<file path="config.mk">
export PLATFORM = sky130hd
export DESIGN_NAME = car_command_byte_parser_flat
export DESIGN_NICKNAME = d
export VERILOG_FILES = /design/src/hw/rtl/ccbp_pkg.sv /design/src/hw/rtl/ccbp_if.sv /design/src/hw/rtl/car_command_byte_parser.sv /design/src/flat_wrapper.sv
export SDC_FILE = /design/constraint.sdc
export NUM_CORES = 1
export LEC_CHECK = 0
export BUFFER_PORTS_ARGS = -buffer_cell sky130_fd_sc_hd__clkbuf_2
export CORE_UTILIZATION = 55
export CTS_CLUSTER_SIZE = 28
export DETAILED_ROUTE_END_ITERATION = 10
export PLACE_DENSITY_LB_ADDON = 0.08
export SLEW_MARGIN = 30
export SYNTH_ARGS = -nofsm -noshare
export SYNTH_HDL_FRONTEND = slang
export SYNTH_SLANG_ARGS = --single-unit
</file>
<file path="constraint.sdc">
create_clock -name clk -period 6.4 [get_ports clk]
set_input_delay 0.64 -clock clk [delete_from_list [all_inputs] [get_ports clk]]
set_output_delay 0.64 -clock clk [all_outputs]
set_load 0.01 [all_outputs]
</file>
<file path="src/hw/rtl/ccbp_pkg.sv">
// Shared constants for the car command byte parser.
// Byte codes, turn codes, config register map and widths; no dependencies.
package ccbp_pkg;

	localparam int unsigned ADDR_W  = 3;
	localparam int unsigned DATA_W  = 32;
	localparam int unsigned GAIN_W  = 6;
	localparam int unsigned DRIVE_W = 15;
	localparam int unsigned MAG_W   = 14;

	localparam logic [GAIN_W-1:0] GAIN_RESET = 6'd20;

	localparam logic REG_GAIN = 1'b0;

	localparam logic [7:0] BYTE_FRAME_START = 8'hFC;
	localparam logic [7:0] BYTE_FRAME_END   = 8'hFD;
	localparam logic [7:0] CHAR_E    = 8'h45;
	localparam logic [7:0] CHAR_Y    = 8'h59;
	localparam logic [7:0] CHAR_L    = 8'h4C;
	localparam logic [7:0] CHAR_R    = 8'h52;
	localparam logic [7:0] CHAR_ONE  = 8'h31;
	localparam logic [7:0] CHAR_ZERO = 8'h30;

	localparam logic [1:0] TURN_STRAIGHT = 2'd0;
	localparam logic [1:0] TURN_LEFT     = 2'd1;
	localparam logic [1:0] TURN_RIGHT    = 2'd2;

	localparam logic [2:0] FRAME_IDLE = 3'd0;
	localparam logic [2:0] FRAME_LAST = 3'd5;

endpackage

</file>
<file path="src/hw/rtl/ccbp_if.sv">
// Valid/ready channel interfaces for the car command byte parser.
// Depends on ccbp_pkg for field widths.
interface ccbp_byte_if;
	logic       valid;
	logic       ready;
	logic [7:0] rx_byte;

	modport source (output valid, output rx_byte, input ready);
	modport sink   (input valid, input rx_byte, output ready);
endinterface

interface ccbp_result_if;
	import ccbp_pkg::*;

	logic                      valid;
	logic                      ready;
	logic                      led_on;
	logic [1:0]                turn_dir;
	logic                      stop_flag;
	logic                      command_done;
	logic                      drive_update;
	logic signed [DRIVE_W-1:0] left_drive;
	logic signed [DRIVE_W-1:0] right_drive;

	modport source (output valid, output led_on, output turn_dir, output stop_flag,
		output command_done, output drive_update, output left_drive,
		output right_drive, input ready);
	modport sink (input valid, input led_on, input turn_dir, input stop_flag,
		input command_done, input drive_update, input left_drive,
		input right_drive, output ready);
endinterface

</file>
<file path="src/hw/rtl/car_command_byte_parser.sv">
// Car command byte parser: text commands and binary motor frames, one byte per item.
// Depends on ccbp_pkg and the channel interfaces in ccbp_if.sv.
//
//  channel | dir | handshake      | payload
//  rx      | in  | valid / ready  | rx_byte
//  res     | out | valid / ready  | led_on turn_dir stop_flag command_done
//          |     |                | drive_update left_drive right_drive
//  apb     | in  | psel / penable | drive_gain at byte address 0
//
// One item per cycle sustained while res is ready, through input and result registers.
// Decode, payload capture and the two 8x6 gain multiplies sit between those registers.
// Reset clears decoder state and sets drive_gain to 20; frame payload is not reset.
// A stalled result register holds the input register, which deasserts rx ready once full.
module car_command_byte_parser (
	input  logic                         clk,
	input  logic                         arst_n,
	ccbp_byte_if.sink                    rx,
	ccbp_result_if.source                res,
	input  logic                         psel,
	input  logic                         penable,
	input  logic                         pwrite,
	input  logic [ccbp_pkg::ADDR_W-1:0]  paddr,
	input  logic [ccbp_pkg::DATA_W-1:0]  pwdata,
	output logic [ccbp_pkg::DATA_W-1:0]  prdata,
	output logic                         pready
);
	import ccbp_pkg::*;

	logic [GAIN_W-1:0] gain_q;

	logic       valid_s1;
	logic [7:0] byte_s1;
	logic       advance;
	logic       fire_s1;

	logic [2:0] frame_pos_q;
	logic [7:0] payload_q [4];
	logic       stop_armed_q;
	logic       turn_armed_q;
	logic       led_armed_q;
	logic       led_q;
	logic [1:0] turn_q;
	logic       stop_q;

	logic [2:0] frame_pos_n;
	logic       stop_armed_n;
	logic       turn_armed_n;
	logic       led_armed_n;
	logic       led_n;
	logic [1:0] turn_n;
	logic       stop_n;
	logic       done;
	logic       upd;
	logic       pay_we;
	logic [1:0] pay_idx;

	logic [MAG_W-1:0]   mag_l;
	logic [MAG_W-1:0]   mag_r;
	logic [DRIVE_W-1:0] pos_l;
	logic [DRIVE_W-1:0] pos_r;
	logic [DRIVE_W-1:0] drv_l;
	logic [DRIVE_W-1:0] drv_r;

	logic                      out_valid_s2;
	logic                      led_s2;
	logic [1:0]                turn_s2;
	logic                      stop_s2;
	logic                      done_s2;
	logic                      upd_s2;
	logic signed [DRIVE_W-1:0] left_s2;
	logic signed [DRIVE_W-1:0] right_s2;

	// configuration port
	assign pready = 1'b1;

	always_comb begin
		prdata = '0;
		if (paddr[2] == REG_GAIN) begin
			prdata = DATA_W'(gain_q);
		end
	end

	always_ff @(posedge clk or negedge arst_n) begin
		if (!arst_n) begin
			gain_q <= GAIN_RESET;
		end else if (psel && penable && pwrite && paddr[2] == REG_GAIN) begin
			gain_q <= pwdata[GAIN_W-1:0];
		end
	end

	// handshake
	assign advance  = !out_valid_s2 || res.ready;
	assign fire_s1  = valid_s1 && advance;
	assign rx.ready = !valid_s1 || advance;

	always_ff @(posedge clk or negedge arst_n) begin
		if (!arst_n) begin
			valid_s1 <= 1'b0;
		end else if (rx.ready) begin
			valid_s1 <= rx.valid;
		end
	end

	always_ff @(posedge clk) begin
		if (rx.valid && rx.ready) begin
			byte_s1 <= rx.rx_byte;
		end
	end

	// decode
	assign pay_idx = frame_pos_q[1:0] - 2'd1;

	always_comb begin
		frame_pos_n  = frame_pos_q;
		stop_armed_n = stop_armed_q;
		turn_armed_n = turn_armed_q;
		led_armed_n  = led_armed_q;
		led_n        = led_q;
		turn_n       = turn_q;
		stop_n       = stop_q;
		done         = 1'b0;
		upd          = 1'b0;
		pay_we       = 1'b0;
		if (frame_pos_q != FRAME_IDLE) begin
			if (frame_pos_q >= FRAME_LAST) begin
				if (byte_s1 == BYTE_FRAME_END) begin
					upd    = 1'b1;
					stop_n = 1'b0;
				end
				frame_pos_n = FRAME_IDLE;
			end else begin
				pay_we      = 1'b1;
				frame_pos_n = frame_pos_q + 3'd1;
			end
		end else if (byte_s1 == CHAR_E || stop_armed_q) begin
			if (byte_s1 == CHAR_E) begin
				stop_armed_n = 1'b1;
			end else begin
				stop_n       = 1'b1;
				done         = 1'b1;
				stop_armed_n = 1'b0;
			end
		end else if (byte_s1 == CHAR_Y || turn_armed_q) begin
			if (byte_s1 == CHAR_Y) begin
				turn_armed_n = 1'b1;
			end else begin
				if (byte_s1 == CHAR_L) begin
					turn_n = TURN_LEFT;
					done   = 1'b1;
				end else if (byte_s1 == CHAR_R) begin
					turn_n = TURN_RIGHT;
					done   = 1'b1;
				end else if (byte_s1 == CHAR_ZERO) begin
					turn_n = TURN_STRAIGHT;
					done   = 1'b1;
				end
				turn_armed_n = 1'b0;
			end
		end else if (byte_s1 == CHAR_L || led_armed_q) begin
			if (byte_s1 == CHAR_L) begin
				led_armed_n = 1'b1;
			end else begin
				if (byte_s1 == CHAR_ONE) begin
					led_n = 1'b1;
					done  = 1'b1;
				end else if (byte_s1 == CHAR_ZERO) begin
					led_n = 1'b0;
					done  = 1'b1;
				end
				led_armed_n = 1'b0;
			end
		end else if (byte_s1 == BYTE_FRAME_START) begin
			frame_pos_n = 3'd1;
		end
	end

	always_ff @(posedge clk or negedge arst_n) begin
		if (!arst_n) begin
			frame_pos_q  <= FRAME_IDLE;
			stop_armed_q <= 1'b0;
			turn_armed_q <= 1'b0;
			led_armed_q  <= 1'b0;
			led_q        <= 1'b0;
			turn_q       <= TURN_STRAIGHT;
			stop_q       <= 1'b0;
		end else if (fire_s1) begin
			frame_pos_q  <= frame_pos_n;
			stop_armed_q <= stop_armed_n;
			turn_armed_q <= turn_armed_n;
			led_armed_q  <= led_armed_n;
			led_q        <= led_n;
			turn_q       <= turn_n;
			stop_q       <= stop_n;
		end
	end

	always_ff @(posedge clk) begin
		if (fire_s1 && pay_we) begin
			payload_q[pay_idx] <= byte_s1;
		end
	end

	// drive values
	assign mag_l = MAG_W'(payload_q[1]) * MAG_W'(gain_q);
	assign mag_r = MAG_W'(payload_q[3]) * MAG_W'(gain_q);
	assign pos_l = {1'b0, mag_l};
	assign pos_r = {1'b0, mag_r};
	assign drv_l = (payload_q[0] != 8'd0) ? (DRIVE_W'(0) - pos_l) : pos_l;
	assign drv_r = (payload_q[2] != 8'd0) ? (DRIVE_W'(0) - pos_r) : pos_r;

	// result register
	always_ff @(posedge clk or negedge arst_n) begin
		if (!arst_n) begin
			out_valid_s2 <= 1'b0;
		end else if (advance) begin
			out_valid_s2 <= valid_s1;
		end
	end

	always_ff @(posedge clk) begin
		if (fire_s1) begin
			led_s2   <= led_n;
			turn_s2  <= turn_n;
			stop_s2  <= stop_n;
			done_s2  <= done;
			upd_s2   <= upd;
			left_s2  <= upd ? signed'(drv_l) : '0;
			right_s2 <= upd ? signed'(drv_r) : '0;
		end
	end

	assign res.valid        = out_valid_s2;
	assign res.led_on       = led_s2;
	assign res.turn_dir     = turn_s2;
	assign res.stop_flag    = stop_s2;
	assign res.command_done = done_s2;
	assign res.drive_update = upd_s2;
	assign res.left_drive   = left_s2;
	assign res.right_drive  = right_s2;

	// checks
	a_pulse_excl: assert property (@(posedge clk) disable iff (!arst_n)
		res.valid |-> !(res.command_done && res.drive_update))
		else $error("text and frame pulses together");

	a_drive_zero: assert property (@(posedge clk) disable iff (!arst_n)
		(res.valid && !res.drive_update) |-> (res.left_drive == '0 && res.right_drive == '0))
		else $error("drive values without update");

	a_update_clears_stop: assert property (@(posedge clk) disable iff (!arst_n)
		(res.valid && res.drive_update) |-> !res.stop_flag)
		else $error("stop still set after motor frame");

	a_frame_range: assert property (@(posedge clk) disable iff (!arst_n)
		frame_pos_q <= FRAME_LAST)
		else $error("frame position out of range");

	a_frame_holds: assert property (@(posedge clk) disable iff (!arst_n)
		!fire_s1 |=> $stable(frame_pos_q))
		else $error("frame position moved without an item");

endmodule

</file>
<file path="src/flat_wrapper.sv">
// flat-port wrapper written by rule: the top's interface ports become plain ports
module car_command_byte_parser_flat import ccbp_pkg::*;
  (clk, arst_n, psel, penable, pwrite, paddr, pwdata, prdata, pready, rx_valid, rx_rx_byte, rx_ready, res_valid, res_led_on, res_turn_dir, res_stop_flag, res_command_done, res_drive_update, res_left_drive, res_right_drive, res_ready);
  ccbp_byte_if rx_i ();
  ccbp_result_if res_i ();
  input  logic clk;
  input  logic arst_n;
  input  logic psel;
  input  logic penable;
  input  logic pwrite;
  input  logic [ccbp_pkg::ADDR_W-1:0] paddr;
  input  logic [ccbp_pkg::DATA_W-1:0] pwdata;
  output logic [ccbp_pkg::DATA_W-1:0] prdata;
  output logic pready;
  input wire logic [$bits(rx_i.valid)-1:0] rx_valid;
  input wire logic [$bits(rx_i.rx_byte)-1:0] rx_rx_byte;
  output wire logic [$bits(rx_i.ready)-1:0] rx_ready;
  output wire logic [$bits(res_i.valid)-1:0] res_valid;
  output wire logic [$bits(res_i.led_on)-1:0] res_led_on;
  output wire logic [$bits(res_i.turn_dir)-1:0] res_turn_dir;
  output wire logic [$bits(res_i.stop_flag)-1:0] res_stop_flag;
  output wire logic [$bits(res_i.command_done)-1:0] res_command_done;
  output wire logic [$bits(res_i.drive_update)-1:0] res_drive_update;
  output wire logic [$bits(res_i.left_drive)-1:0] res_left_drive;
  output wire logic [$bits(res_i.right_drive)-1:0] res_right_drive;
  input wire logic [$bits(res_i.ready)-1:0] res_ready;
  assign rx_i.valid = rx_valid;
  assign rx_i.rx_byte = rx_rx_byte;
  assign rx_ready = rx_i.ready;
  assign res_valid = res_i.valid;
  assign res_led_on = res_i.led_on;
  assign res_turn_dir = res_i.turn_dir;
  assign res_stop_flag = res_i.stop_flag;
  assign res_command_done = res_i.command_done;
  assign res_drive_update = res_i.drive_update;
  assign res_left_drive = res_i.left_drive;
  assign res_right_drive = res_i.right_drive;
  assign res_i.ready = res_ready;
  car_command_byte_parser u_core (.clk(clk), .arst_n(arst_n), .rx(rx_i), .res(res_i), .psel(psel), .penable(penable), .pwrite(pwrite), .paddr(paddr), .pwdata(pwdata), .prdata(prdata), .pready(pready));
endmodule
</file>
Word level (Yosys, flattened, before mapping)
Memory sizes are Yosys's and may differ from the RTL's.
Index checks and enable logic that the tools add are counted.

word-level totals
  input bits = 50
  bits in writable memories = 32
  memories = 1
  bits in registers = 62

memory list
  memory            depth  width  rd ports  clocked after memory_dff  write ports  RTL line                       text
  u_core.payload_q  4      8      4         0                         1            car_command_byte_parser.sv:37  logic [7:0] payload_q [4];

cells by class
  bitwise logic cells = 4
  add/subtract/negate cells = 4
  equal/unequal tests = 11
  multipliers = 2
  mux-type cells = 48
  reductions and logical operators = 23
  $lt $le $gt $ge = 1

operators with widths
  operator                                                                number
  8-bit by 7-bit equality test with 1-bit output (second input constant)  4
  1-bit two-way mux                                                       32
  1-bit by 14-bit subtractor with 15-bit output (first input constant)    2
  8-bit by 6-bit multiplier with 14-bit output                            2
  14-bit two-way mux                                                      2
  3-bit two-way mux                                                       6
  8-bit by 6-bit equality test with 1-bit output (second input constant)  2
  8-bit equality test (second input constant)                             2
  8-bit nonzero test                                                      2
  2-bit two-way mux                                                       7
  5-bit AND reduction                                                     2
  1-bit logical AND                                                       6
  6-bit two-way mux                                                       1
  2-bit by 1-bit != test with 1-bit output (second input constant)        3
  1-bit logical OR                                                        5
  1-bit NOT                                                               4
  2-bit AND reduction                                                     2
  4-bit AND reduction                                                     1
  3-bit by 1-bit adder with 3-bit output (second input constant)          1
  3-bit greater-or-equal comparator (second input constant)               1
  3-bit AND reduction                                                     1
  3-bit nonzero test                                                      1
  1-bit zero test                                                         2
  2-bit nonzero test                                                      1
  2-bit by 1-bit subtractor with 2-bit output (second input constant)     1

Longest topological paths before layout
Gate-level depths: netlist of the first run.

  depth in word-level cells = 8
  gate-level depth with buffers = 17
  depth with buffers taken out = 15

Worst setup path before layout of the first run
No wires, ideal clock.

  kind = reg2reg
  start = register u_core.gain_q[4]
  end = register u_core.left_s2[12], in the netlist u_core.res.left_drive[12], data pin
  stages on the path, launching flop included = 16
  buffers on the path = 1
  arrival = 4.144 ns
  data required time = 6.134 ns
  slack = 1.990 ns
  cell sequence = dfstp_2 > clkbuf_1 > and2_1 > fa_1 > fa_1 > inv_1 > fa_1 > inv_1 > ha_1 > a21oi_2 > and2_2 > nand3_2 > a2111oi_4 > a31oi_1 > xnor2_1 > nor2_1

between the ends
  longest elaborated chain between the ends = 3

ends and longest elaborated chain
  what                                            RTL line                        text
  from (decl)                                     car_command_byte_parser.sv:29   logic [GAIN_W-1:0] gain_q;
  from (signal assigned)                          car_command_byte_parser.sv:87   gain_q <= pwdata[GAIN_W-1:0];
  8-bit by 6-bit multiplier with 14-bit output *  car_command_byte_parser.sv:204  assign mag_l = MAG_W'(payload_q[1]) * MAG_W'(gain_q);
  1-bit by 14-bit subtractor with 15-bit output   car_command_byte_parser.sv:208  assign drv_l = (payload_q[0] != 8'd0) ? (DRIVE_W'(0) - pos_l) : pos_l;
  14-bit two-way mux *                            car_command_byte_parser.sv:208
  to (signal assigned)                            car_command_byte_parser.sv:227  left_s2 <= upd ? signed'(drv_l) : '0;
  to (decl)                                       car_command_byte_parser.sv:70   logic signed [DRIVE_W-1:0] left_s2;

Mark *: on every way between the ends. The rest lies on a longest branch, timed or not.
A chain may end at the register's enable or synchronous reset.

Final worst setup path of the first run
  start = register u_core.gain_q[5]
  end = register u_core.right_s2[13], in the netlist u_core.res.right_drive[13], data pin

between the ends
  longest elaborated chain between the ends = 3

ends and longest elaborated chain
  what                                            RTL line                        text
  8-bit by 6-bit multiplier with 14-bit output *  car_command_byte_parser.sv:205  assign mag_r = MAG_W'(payload_q[3]) * MAG_W'(gain_q);
  1-bit by 14-bit subtractor with 15-bit output   car_command_byte_parser.sv:209  assign drv_r = (payload_q[2] != 8'd0) ? (DRIVE_W'(0) - pos_r) : pos_r;
  14-bit two-way mux *                            car_command_byte_parser.sv:209
  to (signal assigned)                            car_command_byte_parser.sv:228  right_s2 <= upd ? signed'(drv_r) : '0;
  to (decl)                                       car_command_byte_parser.sv:71   logic signed [DRIVE_W-1:0] right_s2;

Marks and branches as above.

==> run summary, run 1 <==
status = finished, final reports clean
drt total wl = 13.6 mm
Flop pwr share = 20.4%
Largest delay share family, worst path = adder cells
vias in the first global route = 4977
Num CTS Buffers = 9
Layout area overhead = 9.00%
Crit Path Category = reg -> reg
Clk network pwr share = 13.2%
clk root buf = clkbuf_16
Rows = 42
Max Buffers Root-to-Sink = 2
Total Nets Final = 950
crit path buf inv count = 3
fill count = 1117
Core Region = 13400 sq um
CTS HTree Levels = 3
dpl cell area = 8010 sq um
CTS tree = done
Max Clock Skew = 0.00956 ns
origin of the critical flop-to-flop path = u_core.gain_q[5]
Initial Utilization = 56.9%
CP Launch Type = flip-flop
Gate power share = 66.4%
most frequent cell after synthesis = inv_1
routability cong. = 0.808
CP Cell Sequence = nand2_1, fa_1, inv_1, fa_1, inv_1, fa_1, inv_1, ha_1, o21ai_0, nand3b_1, o21ai_0, a311oi_2, a41oi_1, xnor2_1, nor2_1
Crit path largest cell delay = 0.72 ns
worst rel slew slack = 54.8%
final worst-path cycle share = 74.1%
largest net degree at the start of global routing = 44
Synth Instances = 740
Netlist cell types = 66
die width = 120 um
IO Pins = 121
peak supply drop = 229 uV
actual slew at the worst max-slew pin = 0.673 ns
Synth area leader = edfxtp_1
HPWL Detailed = 10.7 mm
Synth Warn # = 0
Crit Path Max Fanout = 18
class of the worst hold path = in -> async
Multi-input gate area = 4360 sq um
drt wl/cell = 13.9 um
final instance area = 8320 sq um
Final Core Density = 62.1%
# setup viols final = 0
Pre-antenna DRT Iters = 7
Slew Viols, Final = 0
EDFF count, synth = 76
Maximum Capacitance Violations = 0
flops & latches, synth = 94
Async SR Flop Fraction = 19.1%
total gr overflow = 0
first-pass GRT wire length = 23.2 mm
internal power contribution = 2.10 mW
GRT Resource Usage Total = 20.7%
P_leak = 3.73 nW
clock-pin slew on the worst setup and hold paths = 0.07 ns
synthesized area = 7630 sq um
crit path DAT = 4.83 ns
worst setup path startpoint = u_core.gain_q[5]
Syn Area/Cell = 10.3 sq um
RSZ-0062 raised after global routing = false
antenna viol nets, final = 0
minimum clock period after layout = 4.74 ns
post-layout power = 4.06 mW
cts hold-fix bufs = 0
CTS Sinks = 94
max frequency = 211 MHz
Die ar. = 14300 sq um
initial antenna violation count = 0
Critical-path top delay cell = dfrtp_1
CP Capture Type = flip-flop
switching power share of the total = 48.2%
Synth top area share = 29.9%
Via density = 5.24
Worst-Skew Late Latency = 0.36 ns
Crit path required time = 6.49 ns
Antenna diodes = 0
Psw = 1.96 mW
via count = 5139
Fin. Hold Viols = 0
count of buffers from port buffering = 65
Power Dens Cells = 488 nW/um^2
share of cells above drive strength 1 = 16.0%
Die Y = 120 um
FF+latch area = 2740 sq um
Setup Fix Bufs, Post-CTS = 0
1st-iter DRT viols = 313
register area share after synthesis = 35.8%
Post-route DRC = 0
reg-to-reg setup timing slack = 1.66 ns
most area-consuming cells after synthesis = edfxtp_1 30%, fa_1 13%, ha_1 8.4%
dominant synthesized flop cell = edfxtp_1
Commonest cells post-synth = 92 x inv_1, 79 x and2_1, 76 x edfxtp_1
TNS Setup = 0 ns
post-CTS sizing = 0
## cells in the final DEF, fill, tap and decap left out, types with 9 or more instances in the layout
cell       netlist  layout
a21oi_1         27      27
and2_1          79      79
clkbuf_16        0       9
clkbuf_2         0      65
conb_1           2      27
dfrtp_1         16      16
edfxtp_1        76      76
fa_1            50      50
ha_1            51      51
inv_1           92      92
mux2_2          10      10
nand2_1         51      51
nand3_1         16      16
nor2_1          45      45
o21ai_0         26      26
xnor2_1          9       9
xor2_1          15      15
## worst paths after layout
check,end,cells past startpoint
worst max-delay path,u_core.res.right_drive[13],15
worst min-delay path,u_core.led_q,1
worst max register to register,u_core.res.right_drive[13],15
worst min register to register,u_core.res.valid,1
max in group asynchronous,u_core.gain_q[2],1
min in group clk,u_core.byte_s1[3],1
## power groups by stage
| stage | registers [mW] | clock network [mW] | logic [mW] |
|---|---|---|---|
| 6_report | 0.829 | 0.534 | 2.70 |
| 5_1_grt | 0.843 | 0.571 | 3.06 |
| 4_1_cts | 0.829 | 0.551 | 2.71 |
| 3_5_place_dp | 0.842 | 0 | 2.69 |
| 3_3_place_gp | 0.839 | 0 | 2.62 |
| 2_1_floorplan | 0.798 | 0 | 2.31 |
## cells by family after synthesis
group | after synthesis | synth area share [%]
and+or+nand+nor | 261 | 18.7
buffers and inverters | 138 | 8.22
AOI/OAI and AO/OA | 106 | 10.5
adders and majority gates | 101 | 21.5
DFF | 94 | 35.8
xor gates and xnor gates | 26 | 3.33
muxes | 12 | 1.74
other | 2 | 0.0984
## worst register-to-register path, delay by kind of cell (launching register included)
family | cells | cell delay, ns
buf+inv | 3 | 0.15
xor+xnor | 1 | 0.20
compound gates | 4 | 0.94
fa+ha+maj | 4 | 2.05
flops | 1 | 0.72
simple gates | 3 | 0.41
## per-layer routing
layer / vias to the layer above / share of wire (%) / global-route usage, %
met5: - / 0 / 0
li1: 2579 / - / -
met2: 126 / 48 / 34.6
met1: 2422 / 46 / 26.9
met4: 0 / 1.5 / 7.42
met3: 12 / 4.6 / 3.75
## state kept, by name, indices dropped and copies added (netlist names), 2 cells and up
| register | cells |
|---|---|
| u_core.payload_q | 32 |
| u_core.res.left_drive | 15 |
| u_core.res.right_drive | 15 |
| u_core.byte_s1 | 8 |
| u_core.gain_q | 6 |
| u_core.frame_pos_q | 3 |
| u_core.res.turn_dir | 2 |
| u_core.turn_q | 2 |
## metrics by stage
step | hold slack [ns] | worst slack, ns | instances
6_report | 0.228 | 1.66 | 980
5_1_grt | 0.260 | 1.23 | 980
4_1_cts | 0.233 | 1.65 | 980
3_5_place_dp | 0.487 | 1.67 | 964
3_3_place_gp | 0.473 | 1.76 | 964
2_1_floorplan | 0.344 | 1.99 | 765
## area by class of cell
cell class	instances	share of cell area (%)
clock inverter	7	0.978
sequential	94	32.9
multi-input combinational	533	52.4
tap	176	2.65
timing repair buffer	67	4.09
inverter	94	4.24
clock buffer	9	2.71
(Power assumes the default switching activity.)
==> run 2: changes to the inputs <==
clock period = 4.8 ns   (was 6.4 ns; I/O delays follow)
==> run summary, run 2 (same netlist as run 1, synthesis figures left out) <==
status = finished, final reports clean (unchanged)
Maximum Capacitance Violations = 0 (unchanged)
P_leak = 3.75 nW (was 3.73 nW)
IO Pins = 121 (unchanged)
Post-route DRC = 0 (unchanged)
CTS HTree Levels = 3 (unchanged)
# setup viols final = 0 (unchanged)
commonest non-fill, non-tap cell in the layout = inv_1 (unchanged)
Most flops, register = u_core.payload_q (unchanged)
CTS tree = done (unchanged)
Power Dens Cells = 666 nW/um^2 (was 488 nW/um^2)
initial antenna violation count = 0 (unchanged)
GRT Resource Usage Total = 20.6% (was 20.7%)
max FFs per register = 32 (unchanged)
placed insts = 967 (was 964)
Crit Path Category = reg -> reg (unchanged)
share of cells above drive strength 1 = 16.9% (was 16.0%)
Max Buffers Root-to-Sink = 2 (unchanged)
vias in the first global route = 4990 (was 4977)
Worst-Skew Late Latency = 0.36 ns (about the same)
largest net degree at the start of global routing = 44 (unchanged)
crit path DAT = 4.73 ns (was 4.83 ns)
Max Clock Skew = 0.00823 ns (was 0.00956 ns)
class of the worst hold path = in -> async (unchanged)
TNS Setup = 0 ns (unchanged)
Pre-antenna DRT Iters = 5 (was 7)
antenna viol nets, final = 0 (unchanged)
Slew Viols, Final = 0 (unchanged)
Num CTS Buffers = 9 (unchanged)
worst rel slew slack = 49.6% (was 54.8%)
Critical-path top delay cell = dfstp_4 (was dfrtp_1)
CP most frequent cell = fa_1
Total Nets Final = 953 (was 950)
Rows = 42 (unchanged)
die width = 120 um (unchanged)
Crit Path Max Fanout = 18 (unchanged)
Die Y = 120 um (unchanged)
clock-pin slew on the worst setup and hold paths = 0.07 ns (about the same)
minimum clock period after layout = 4.64 ns (was 4.74 ns)
final worst-path cycle share = 96.6% (was 74.1%)
cts hold-fix bufs = 0 (unchanged)
CP Launch Type = flip-flop (unchanged)
most frequent cells in the layout = 92 x inv_1, 79 x and2_1, 76 x edfxtp_1, 65 x clkbuf_2, 51 x nand2_1 (was 92 x inv_1, 79 x and2_1, 76 x edfxtp_1, 65 x clkbuf_2)
actual slew at the worst max-slew pin = 0.748 ns (was 0.673 ns)
1st-iter DRT viols = 317 (was 313)
drt wl/cell = 14.3 um (was 13.9 um)
drt total wl = 14.0 mm (was 13.6 mm)
CP Capture Type = flip-flop (unchanged)
clk root buf = clkbuf_16 (unchanged)
origin of the critical flop-to-flop path = u_core.gain_q[4] (was u_core.gain_q[5])
total gr overflow = 0 (unchanged)
Initial Utilization = 56.9% (unchanged)
final cell count without fillers = 983 (was 980)
routability cong. = 0.814 (was 0.808)
Crit path largest cell delay = 0.73 ns (was 0.72 ns)
CP Cell Sequence = and2_1, fa_1, fa_1, inv_1, fa_1, inv_1, ha_1, a21oi_2, o221a_4, nor3_2, a311oi_4, nand4_1, nor3_1, nor3_1 (was nand2_1, fa_1, inv_1, fa_1, inv_1, fa_1, inv_1, ha_1, o21ai_0, nand3b_1, o21ai_0, a311oi_2, a41oi_1, xnor2_1, nor2_1)
Antenna diodes = 0 (unchanged)
via count = 5235 (was 5139)
first-pass GRT wire length = 23.1 mm (was 23.2 mm)
Crit path required time = 4.89 ns (was 6.49 ns)
CTS Sinks = 94 (unchanged)
reg-to-reg setup timing slack = 0.16 ns (was 1.66 ns)
RSZ-0062 raised after global routing = false (unchanged)
worst setup path startpoint = u_core.gain_q[4] (was u_core.gain_q[5])
Die ar. = 14300 sq um (unchanged)
Via density = 5.33 (was 5.24)
peak supply drop = 352 uV (was 229 uV)
max frequency = 216 MHz (was 211 MHz)
Fin. Hold Viols = 0 (unchanged)
Layout area overhead = 9.81% (was 9.00%)
Core Region = 13400 sq um (unchanged)
count of buffers from port buffering = 65 (unchanged)
HPWL Detailed = 10.9 mm (was 10.7 mm)
-- run 2: layout make-up --
type,instances,area (sq um)
inverter,94,353
multi-input combinational,533,4390
timing repair buffer,70,363
clock buffer,9,225
clock inverter,7,83.8
tap,176,220
sequential,94,2740
fill,1114,5020
-- run 2: stage by stage --
stage | power, mW | util (%) | hold slack [ns] | area, sq um | setup slack [ns]
after detailed placement | 4.77 | 59.9 | 0.462 | 8030 | 0.0771
final | 5.58 | 62.5 | 0.0710 | 8380 | 0.164
after CTS | 5.51 | 62.3 | 0.0758 | 8340 | 0.0743
after floorplan | 4.14 | - | 0.184 | 7720 | 0.390
after global placement | 4.64 | 59.9 | 0.454 | 8030 | 0.162
after global routing | 6.08 | 62.5 | 0.0983 | 8380 | 0.0156
-- run 2: layer usage --
layer | track usage, % | routed length (um)
met3 | 3.71 | 624
met1 | 27.2 | 6520
met5 | 0 | 0
met4 | 6.88 | 204
met2 | 34.5 | 6670
-- run 2: what timing repair did --
item                                    CTS  global route
endpoints found under the hold margin     0             0
buffers inserted                          0             0
endpoints found under the setup margin    0             8
gates resized for setup                   0             8
-- run 2: where the power goes --
| group | internal (mW) | switching, mW |
|---|---|---|
| combinational | 1.51 | 2.24 |
| clock | 0.375 | 0.345 |
| sequential | 0.984 | 0.121 |
-- run 2: critical path: cells and delay by family, from the launching register on --
kind	cells	cell delay (ns)
adders and majority gates	4	1.88
buffers and inverters	2	0.10
DFF	1	0.73
AOI/OAI and AO/OA	3	0.88
and+or+nand+nor	5	0.78
-- run 2: final timing paths --
check / endpoint / cells after the start
max in group asynchronous: u_core.gain_q[2] / 1
hold reg to reg: u_core.led_q / 1
setup reg to reg: u_core.res.right_drive[14] / 14
min in group clk: u_core.byte_s1[6] / 1
setup / recovery: u_core.res.right_drive[14] / 14
hold / removal: u_core.turn_q[1] / 1
==> run 3: changes to the inputs <==
SETUP_SLACK_MARGIN = 0.3   (was not set)
==> run summary, run 3 (same netlist as run 1, synthesis figures left out) <==
met2 Usage GRT = 35.8% (was 34.5%)
Most flops, register = u_core.payload_q (unchanged)
TNS Setup = 0 ns (unchanged)
CTS tree = done (unchanged)
Maximum Capacitance Violations = 0 (unchanged)
class of the worst hold path = in -> async (unchanged)
Clk network pwr share = 11.1% (was 12.9%)
Slew Viols, Final = 0 (unchanged)
peak supply drop = 406 uV (was 352 uV)
vias in the first global route = 5058 (was 4990)
Crit path largest cell delay = 0.67 ns (was 0.73 ns)
Pre-antenna DRT Iters = 5 (unchanged)
Layout area overhead = 16.1% (was 9.81%)
R2R cell count = 15 (was 14)
Psw = 3.05 mW (was 2.71 mW)
Post-route DRC = 0 (unchanged)
most frequent cells in the layout = 92 x inv_1, 77 x and2_1, 76 x edfxtp_1, 65 x clkbuf_2, 50 x nand2_1 (was 92 x inv_1, 79 x and2_1, 76 x edfxtp_1, 65 x clkbuf_2, 51 x nand2_1)
Core Region = 13400 sq um (unchanged)
worst setup margin = 0.444 ns (was 0.164 ns)
initial antenna violation count = 0 (unchanged)
drt wl/cell = 14.8 um (was 14.3 um)
crit path DAT = 4.45 ns (was 4.73 ns)
1st-iter DRT viols = 355 (was 317)
Via density = 5.33 (about the same)
antenna viol nets, final = 0 (unchanged)
Die Y = 120 um (unchanged)
CTS HTree Levels = 3 (unchanged)
Total Nets Final = 978 (was 953)
final instance area = 8850 sq um (was 8380 sq um)
drt total wl = 14.9 mm (was 14.0 mm)
Crit Path Category = reg -> reg (unchanged)
Critical-path top delay cell = dfstp_4 (unchanged)
Worst-Skew Late Latency = 0.36 ns (about the same)
GRT Resource Usage Total = 21.1% (was 20.6%)
origin of the critical flop-to-flop path = u_core.gain_q[4] (unchanged)
clock-pin slew on the worst setup and hold paths = 0.07 ns (about the same)
Final Core Density = 66.1% (was 62.5%)
post-layout power = 6.49 mW (was 5.58 mW)
first-pass GRT wire length = 23.5 mm (was 23.1 mm)
placed insts = 967 (unchanged)
Fin. Hold Viols = 0 (unchanged)
switching power share of the total = 47.0% (was 48.6%)
status = finished, final reports clean (unchanged)
Max Clock Skew = 0.00839 ns (was 0.00823 ns)
Gate power share = 72.1% (was 67.3%)
max frequency = 230 MHz (was 216 MHz)
pre-CTS setup slack = 0.0771 ns (unchanged)
CTS Sinks = 94 (unchanged)
final worst-path cycle share = 90.7% (was 96.6%)
HPWL Detailed = 10.9 mm (unchanged)
CP most frequent cell = fa_1 (unchanged)
max FFs per register = 32 (unchanged)
worst rel slew slack = 51.7% (was 49.6%)
commonest non-fill, non-tap cell in the layout = inv_1 (unchanged)
clk root buf = clkbuf_16 (unchanged)
actual slew at the worst max-slew pin = 0.718 ns (was 0.748 ns)
internal power contribution = 3.44 mW (was 2.87 mW)
routability cong. = 0.814 (unchanged)
worst setup path startpoint = u_core.gain_q[4] (unchanged)
Max Buffers Root-to-Sink = 2 (unchanged)
Crit path required time = 4.90 ns (was 4.89 ns)
P_leak = 3.89 nW (was 3.75 nW)
total gr overflow = 0 (unchanged)
Die ar. = 14300 sq um (unchanged)
met3 usage = 3.66% (was 3.71%)
largest net degree at the start of global routing = 44 (unchanged)
hold_ws = 0.0720 ns (was 0.0710 ns)
count of buffers from port buffering = 65 (unchanged)
final cell count without fillers = 1008 (was 983)
Power Dens Cells = 733 nW/um^2 (was 666 nW/um^2)
CP Capture Type = flip-flop (unchanged)
fill count = 1059 (was 1114)
Num CTS Buffers = 9 (unchanged)
Antenna diodes = 0 (unchanged)
via count = 5375 (was 5235)
Rows = 42 (unchanged)
IO Pins = 121 (unchanged)
die width = 120 um (unchanged)
routing usage on met1 = 27.6% (was 27.2%)
Crit Path Max Fanout = 6 (was 18)
RSZ-0062 raised after global routing = false (unchanged)
Flop pwr share = 16.8% (was 19.8%)
CP Launch Type = flip-flop (unchanged)
share of cells above drive strength 1 = 23.8% (was 16.9%)
reg-to-reg setup timing slack = 0.44 ns (was 0.16 ns)
CP Cell Sequence = and2_1, fa_1, fa_1, inv_1, fa_1, inv_1, ha_4, a21oi_2, o221a_4, nor3_2, a311oi_2, buf_4, nand4_1, nor3_2, nor3_1 (was and2_1, fa_1, fa_1, inv_1, fa_1, inv_1, ha_1, a21oi_2, o221a_4, nor3_2, a311oi_4, nand4_1, nor3_1, nor3_1)
minimum clock period after layout = 4.36 ns (was 4.64 ns)
# setup viols final = 0 (unchanged)
GR peak layer = met2 (unchanged)
Initial Utilization = 56.9% (unchanged)
dpl cell area = 8030 sq um (unchanged)
cts hold-fix bufs = 0 (unchanged)
-- run 3: cell types whose count changed in the layout (fill, tap and decap cells not counted), sizes merged --
cell | previous run | this run
buf | 5 | 30
-- run 3: path summary, 6_finish.rpt --
path	endpoint
worst max-delay path	u_core.res.right_drive[14]
worst min-delay path	u_core.turn_q[1]
worst max register to register	u_core.res.right_drive[14]
worst min register to register	u_core.led_q
max in group asynchronous	u_core.gain_q[5]
min in group clk	u_core.byte_s1[6]
-- run 3: power groups by stage --
stage	clock [mW]	combinational [mW]	sequential [mW]
after global routing	0.763	5.13	1.10
after detailed placement	0	3.65	1.12
after CTS	0.735	3.85	1.10
after floorplan	0	3.07	1.06
final	0.722	4.68	1.09
after global placement	0	3.52	1.11
-- run 3: layer usage --
layer	wire length, um	share of wire, %
met1	6840	46
met2	7280	49
met3	596	4.0
met4	226	1.5
met5	0	0
-- run 3: what timing repair did --
| item | CTS | global route |
|---|---|---|
| endpoints found under the setup margin | 11 | 11 |
| gates resized for setup | 15 | 54 |
| setup buffers | 6 | 19 |
| pin swaps | 3 | 35 |
-- run 3: area by class of cell --
class	instances	area, sq um	share of cell area [%]
clock inverters	7	83.8	0.947
flip-flops and latches	94	2750	31.1
clock buffers	9	225	2.54
multi-input cells	533	4660	52.6
repair buffers	95	559	6.32
inverters	94	353	3.98
well taps	176	220	2.49
-- run 3: worst max-delay path: cells and delay by family, from the launching register on --
kind	cells	cell delay [ns]
fa+ha+maj	4	1.78
simple gates	5	0.65
flops	1	0.67
compound gates	3	0.70
buf+inv	3	0.31
